$ cat config.mk
export PLATFORM = sky130hd
export DESIGN_NAME = sobel_ctrl
export DESIGN_NICKNAME = d
export VERILOG_FILES = /design/src/rtl/core/sobel_pkg.sv /design/src/rtl/core/sobel_ctrl.sv
export SDC_FILE = /design/constraint.sdc
export NUM_CORES = 1
export LEC_CHECK = 0
export ABC_AREA = 1
export BUFFER_PORTS_ARGS = -buffer_cell sky130_fd_sc_hd__clkbuf_2
export CAP_MARGIN = 10
export CORE_AREA = 3 3 40 42
export CTS_BUF_LIST = sky130_fd_sc_hd__clkbuf_2
export CTS_CLUSTER_DIAMETER = 100
export DETAILED_ROUTE_END_ITERATION = 12
export DIE_AREA = 0 0 43 45
export MAX_ROUTING_LAYER = met4
export PLACE_DENSITY = 0.4
export SYNTH_ARGS = -nofsm -noshare
export SYNTH_HDL_FRONTEND = slang
export SYNTH_SLANG_ARGS = --single-unit
$ cat constraint.sdc
create_clock -name i_clk -period 1.2 [get_ports i_clk]
set_input_delay 0.06 -clock i_clk [delete_from_list [all_inputs] [get_ports i_clk]]
set_output_delay 0.06 -clock i_clk [all_outputs]
set_load 0.02 [all_outputs]
$ cat src/rtl/core/sobel_pkg.sv
// ----------------------------------------------------------------------------
// Sobel edge magnitude package
// Shared types and constants for the RGB Sobel edge block.
// ----------------------------------------------------------------------------
package sobel_pkg;
    localparam int unsigned PIX_W   = 24;
    localparam int unsigned WIDTH_W = 11;
    localparam int unsigned HEIGHT_W = 13;
    localparam int unsigned ROW_W   = 14;
    localparam int unsigned SQ_W    = 21;
    localparam logic [SQ_W-1:0] SQ_SAT = 21'd65280;

    localparam logic [0:0] REG_WIDTH  = 1'b0;
    localparam logic [0:0] REG_HEIGHT = 1'b1;

    typedef struct packed {
        logic [7:0] in_red;
        logic [7:0] in_green;
        logic [7:0] in_blue;
        logic       cmd;
    } t_in_word;

    typedef struct packed {
        logic [7:0] out_red;
        logic [7:0] out_green;
        logic [7:0] out_blue;
        logic       frame_end;
    } t_out_word;

    typedef struct packed {
        logic [0:0]          index;
        logic [HEIGHT_W-1:0] data;
    } t_cfg_word;

    // controller -> datapath
    typedef struct packed {
        logic read;      // issue line store read for accepted word
        logic shift;     // write stores, shift window, compute gradient
        logic root_start;
        logic root_step;
        logic load_out;
    } t_ctl_cmd;

    // datapath -> controller
    typedef struct packed {
        logic emit;       // window center is a valid frame pixel
        logic root_done;
    } t_ctl_stat;
endpackage

$ cat src/rtl/core/sobel_ctrl.sv
// ----------------------------------------------------------------------------
// Sobel controller
// Sequences read, window update, square root iterations and output load.
// ----------------------------------------------------------------------------
module sobel_ctrl (
    input  logic                  i_clk,
    input  logic                  i_rst_n,
    input  logic                  i_in_valid,
    output logic                  o_in_ready,
    input  logic                  i_out_busy,
    input  sobel_pkg::t_ctl_stat  i_stat,
    output sobel_pkg::t_ctl_cmd   o_cmd
);
    import sobel_pkg::*;

    localparam logic [2:0] S_IDLE  = 3'd0;
    localparam logic [2:0] S_SHIFT = 3'd1;
    localparam logic [2:0] S_ROOTI = 3'd2;
    localparam logic [2:0] S_ROOT  = 3'd3;
    localparam logic [2:0] S_OUT   = 3'd4;

    logic [2:0] r_state, n_state;

    always_comb begin
        n_state = r_state;
        o_cmd = '0;
        o_in_ready = 1'b0;
        case (r_state)
            S_IDLE: begin
                o_in_ready = 1'b1;
                if (i_in_valid) begin
                    o_cmd.read = 1'b1;
                    n_state = S_SHIFT;
                end
            end
            S_SHIFT: begin
                o_cmd.shift = 1'b1;
                n_state = i_stat.emit ? S_ROOTI : S_IDLE;
            end
            S_ROOTI: begin
                o_cmd.root_start = 1'b1;
                n_state = S_ROOT;
            end
            S_ROOT: begin
                o_cmd.root_step = 1'b1;
                if (i_stat.root_done) n_state = S_OUT;
            end
            S_OUT: begin
                if (!i_out_busy) begin
                    o_cmd.load_out = 1'b1;
                    n_state = S_IDLE;
                end
            end
            default: n_state = S_IDLE;
        endcase
    end

    always_ff @(posedge i_clk) begin
        if (!i_rst_n) r_state <= S_IDLE;
        else          r_state <= n_state;
    end

    a_ready_idle: assert property (@(posedge i_clk) disable iff (!i_rst_n)
        o_in_ready |-> r_state == S_IDLE) else $error("ready outside idle");
    a_read_shift: assert property (@(posedge i_clk) disable iff (!i_rst_n)
        o_cmd.read |=> r_state == S_SHIFT) else $error("read not followed by shift");
    a_load_idle: assert property (@(posedge i_clk) disable iff (!i_rst_n)
        o_cmd.load_out |=> r_state == S_IDLE) else $error("load not followed by idle");
endmodule

==> flow_metrics.py <==
metrics = {
    "sta": {
        "fin_tns_setup_ns": 0,
        "finalCritPeriodShare_pct": 93.1,
        "slew_viol_final": 0,
        "clock_skew_ns": 0.00272,
        "period_minus_slack_ns": 1.12,
        "finalHoldViolCount": 0,
        "setup_viol": 0,
        "worst_pin_slew_ns": 0.230,
        "relSlewSlack_pct": 84.6,
        "rsz0062_at_grt": "no",
        "fmax_mhz": 895,
        "hold_ws_ns": 0.0942,
    },
    "layout": {
        "multi_input_area_sq_um": 134,
        "areaGrowthSynthToFinish_pct": 55.0,
        "diodes": 0,
        "fillCellCount": 148,
        "reg.largest.list": "r_state x3",
        "drive_gt1_share_pct": 50.0,
        "top_register": "r_state",
        "largest_reg_flops": 3,
        "regArea_sq_um": 61.3,
        "fin_nets": 57,
    },
    "placed_design": {
        "port_buffers": 11,
        "place.gp.congestion": 0.648,
        "place_hpwl_um": 407,
    },
    "worst_setup_path": {
        "regToRegSetupSlack_ns": 0.19,
        "critPathLaunchType": "register",
        "rr_endpoint": "r_state[0]",
        "timing.rr.start": "r_state[0]",
        "end_kind": "output port",
        "reg2reg_depth": 6,
        "startpoint": "r_state[0]",
        "crit_end": "o_cmd[2]",
        "cp.required_ns": 1.14,
        "crit_type": "register to output port",
        "path_max_fanout": 4,
        "arrival_ns": 1.06,
    },
    "detailed_routing": {
        "wl_um": 486,
        "drtPass1Iterations": 2,
        "post-route-drc-count": 0,
        "drt_iter0_markers": 2,
        "avgRoutedWirePerCell_um": 7.48,
        "vias_per_cell": 4.02,
        "ant_nets": 0,
        "num_vias": 261,
    },
    "synth": {
        "synth_top_family_by_area": "simple AND/OR/NAND/NOR gates",
        "synth.area.mux_share_pct": 0,
        "yosys.area_share.simple_pct": 57.9,
        "synth_cell_types": 11,
        "synth_fa_ha_area_share_pct": 0,
        "ys_ff_latch": 3,
        "synth_area_sq_um": 214,
        "synth.yosys.warnings": 0,
        "synth_compound_area_share_pct": 0,
        "avgSynthCellArea_sq_um": 6.29,
        "synthXorXnorAreaFrac_pct": 0,
        "yosysSeqAreaShare_pct": 28.1,
        "synth_cells": 34,
        "syn_nets": 40,
    },
    "clock_network": {
        "cts_sinks": 3,
        "numCtsBuffers": 3,
        "clock_latency_ns": 0.20,
        "cts_tree": "done",
        "cts_max_path_buffers": 2,
        "clkSlewWorstSetupHoldPaths_ns": 0.04,
        "htreeDepth": 1,
        "hold_buffers": 0,
        "cts_root_buffer": "clkbuf_2",
    },
    "floorplan": {
        "ioPinCount": 12,
        "coreArea_sq_um": 1280,
        "std_cell_rows": 13,
        "die_h_um": 45,
        "dieArea_sq_um": 1940,
        "start_util_pct": 16.7,
        "die_w_um": 43,
    },
    "global_route": {
        "antenna_found_initial": 0,
        "grt_max_degree": 7,
        "grt_pass1_vias": 225,
        "grt_pass1_wl_um": 759,
        "grt_overflow": 0,
        "grt.total_usage_pct": 6.00,
    },
    "power_and_ir_drop": {
        "leakage_nw": 0.197,
        "ir_worst_vdd_mv": 0.380,
        "powerDensity_nw_per_um2": 1660,
    },
    "worst_hold_path": {
        "holdPathStages": 3,
        "holdCritPathClass": "input pin to register",
    },
    "run_status": {
        "status": "finished clean",
    },
    "job": {
        "drv_cap": 0,
    },
}
-- metal layers --
layer	global-route usage, %	part of all wire [%]	vias up
met5	-	0	-
met2	10.2	60	4
met3	2.79	4.7	0
met1	4.09	35	121
met4	7.23	0	0
li1	-	-	136
-- power breakdown --
part / switching (mW) / internal [mW] / total, mW
combinational: 0.145 / 0.112 / 0.257
sequential: 0.0339 / 0.120 / 0.154
clock: 0.0508 / 0.0879 / 0.139
total: 0.230 / 0.320 / 0.550
-- placed cells by master, fill, tap and decap left out, drive strengths merged --
cell type,instances
nand2,7
inv,6
nor3,1
dfxtp,3
buf,4
nor2,10
clkbuf,13
nand3,6
-- synthesized netlist by cell type (all sizes together) --
cell type   n  share of area (%)
inv         6                 11
dfxtp       3                 28
nor2       10                 22
nand2       7                 15
nor3        1                2.3
buf         1                3.5
nand3       6                 19
-- layout make-up --
type,count,share of cell area [%]
clock buffers,4,6.04
inverters,6,6.79
multi-input cells,24,40.4
flip-flops and latches,3,18.5
well taps,15,5.66
repair buffers,13,22.6
-- cell families after synthesis --
group / after synthesis
flops: 3
simple gates: 24
buf+inv: 7
-- repair_timing --
item                                    CTS  global route
gates resized for setup                   2             5
cloned                                    0             0
endpoints found under the setup margin    1             2
buffers inserted                          2             0
pin swaps                                 1             1
-- per-stage QoR --
step | power [mW] | area (sq um) | util [%] | setup WS (ns) | std cells
floorplan | 0.303 | 214 | - | 0.0887 | 34
global placement | 0.369 | 280 | 21.8 | 0.201 | 59
detailed placement | 0.365 | 280 | 21.8 | 0.158 | 59
CTS | 0.549 | 319 | 24.8 | 0.00754 | 65
global route | 0.596 | 332 | 25.8 | 0.000596 | 65
finish | 0.550 | 332 | 25.8 | 0.0833 | 65
-- worst min path at each step --
| stage | startpoint | end |
|---|---|---|
| final | i_rst_n | r_state[1] |
| after global routing | i_rst_n | r_state[1] |
| after CTS | i_rst_n | r_state[1] |
| after detailed placement | i_rst_n | r_state[1] |
| after global placement | i_rst_n | r_state[1] |
| after floorplan | i_rst_n | r_state[1] |
-- critical path, cell delays in order (launching register included) --
cell and delay [ns]:
dfxtp_1 0.42, nor2_4 0.05, buf_4 0.13, nand2_1 0.06, inv_1 0.04, buf_4 0.15
No activity file was read; power rests on OpenSTA's default activity.
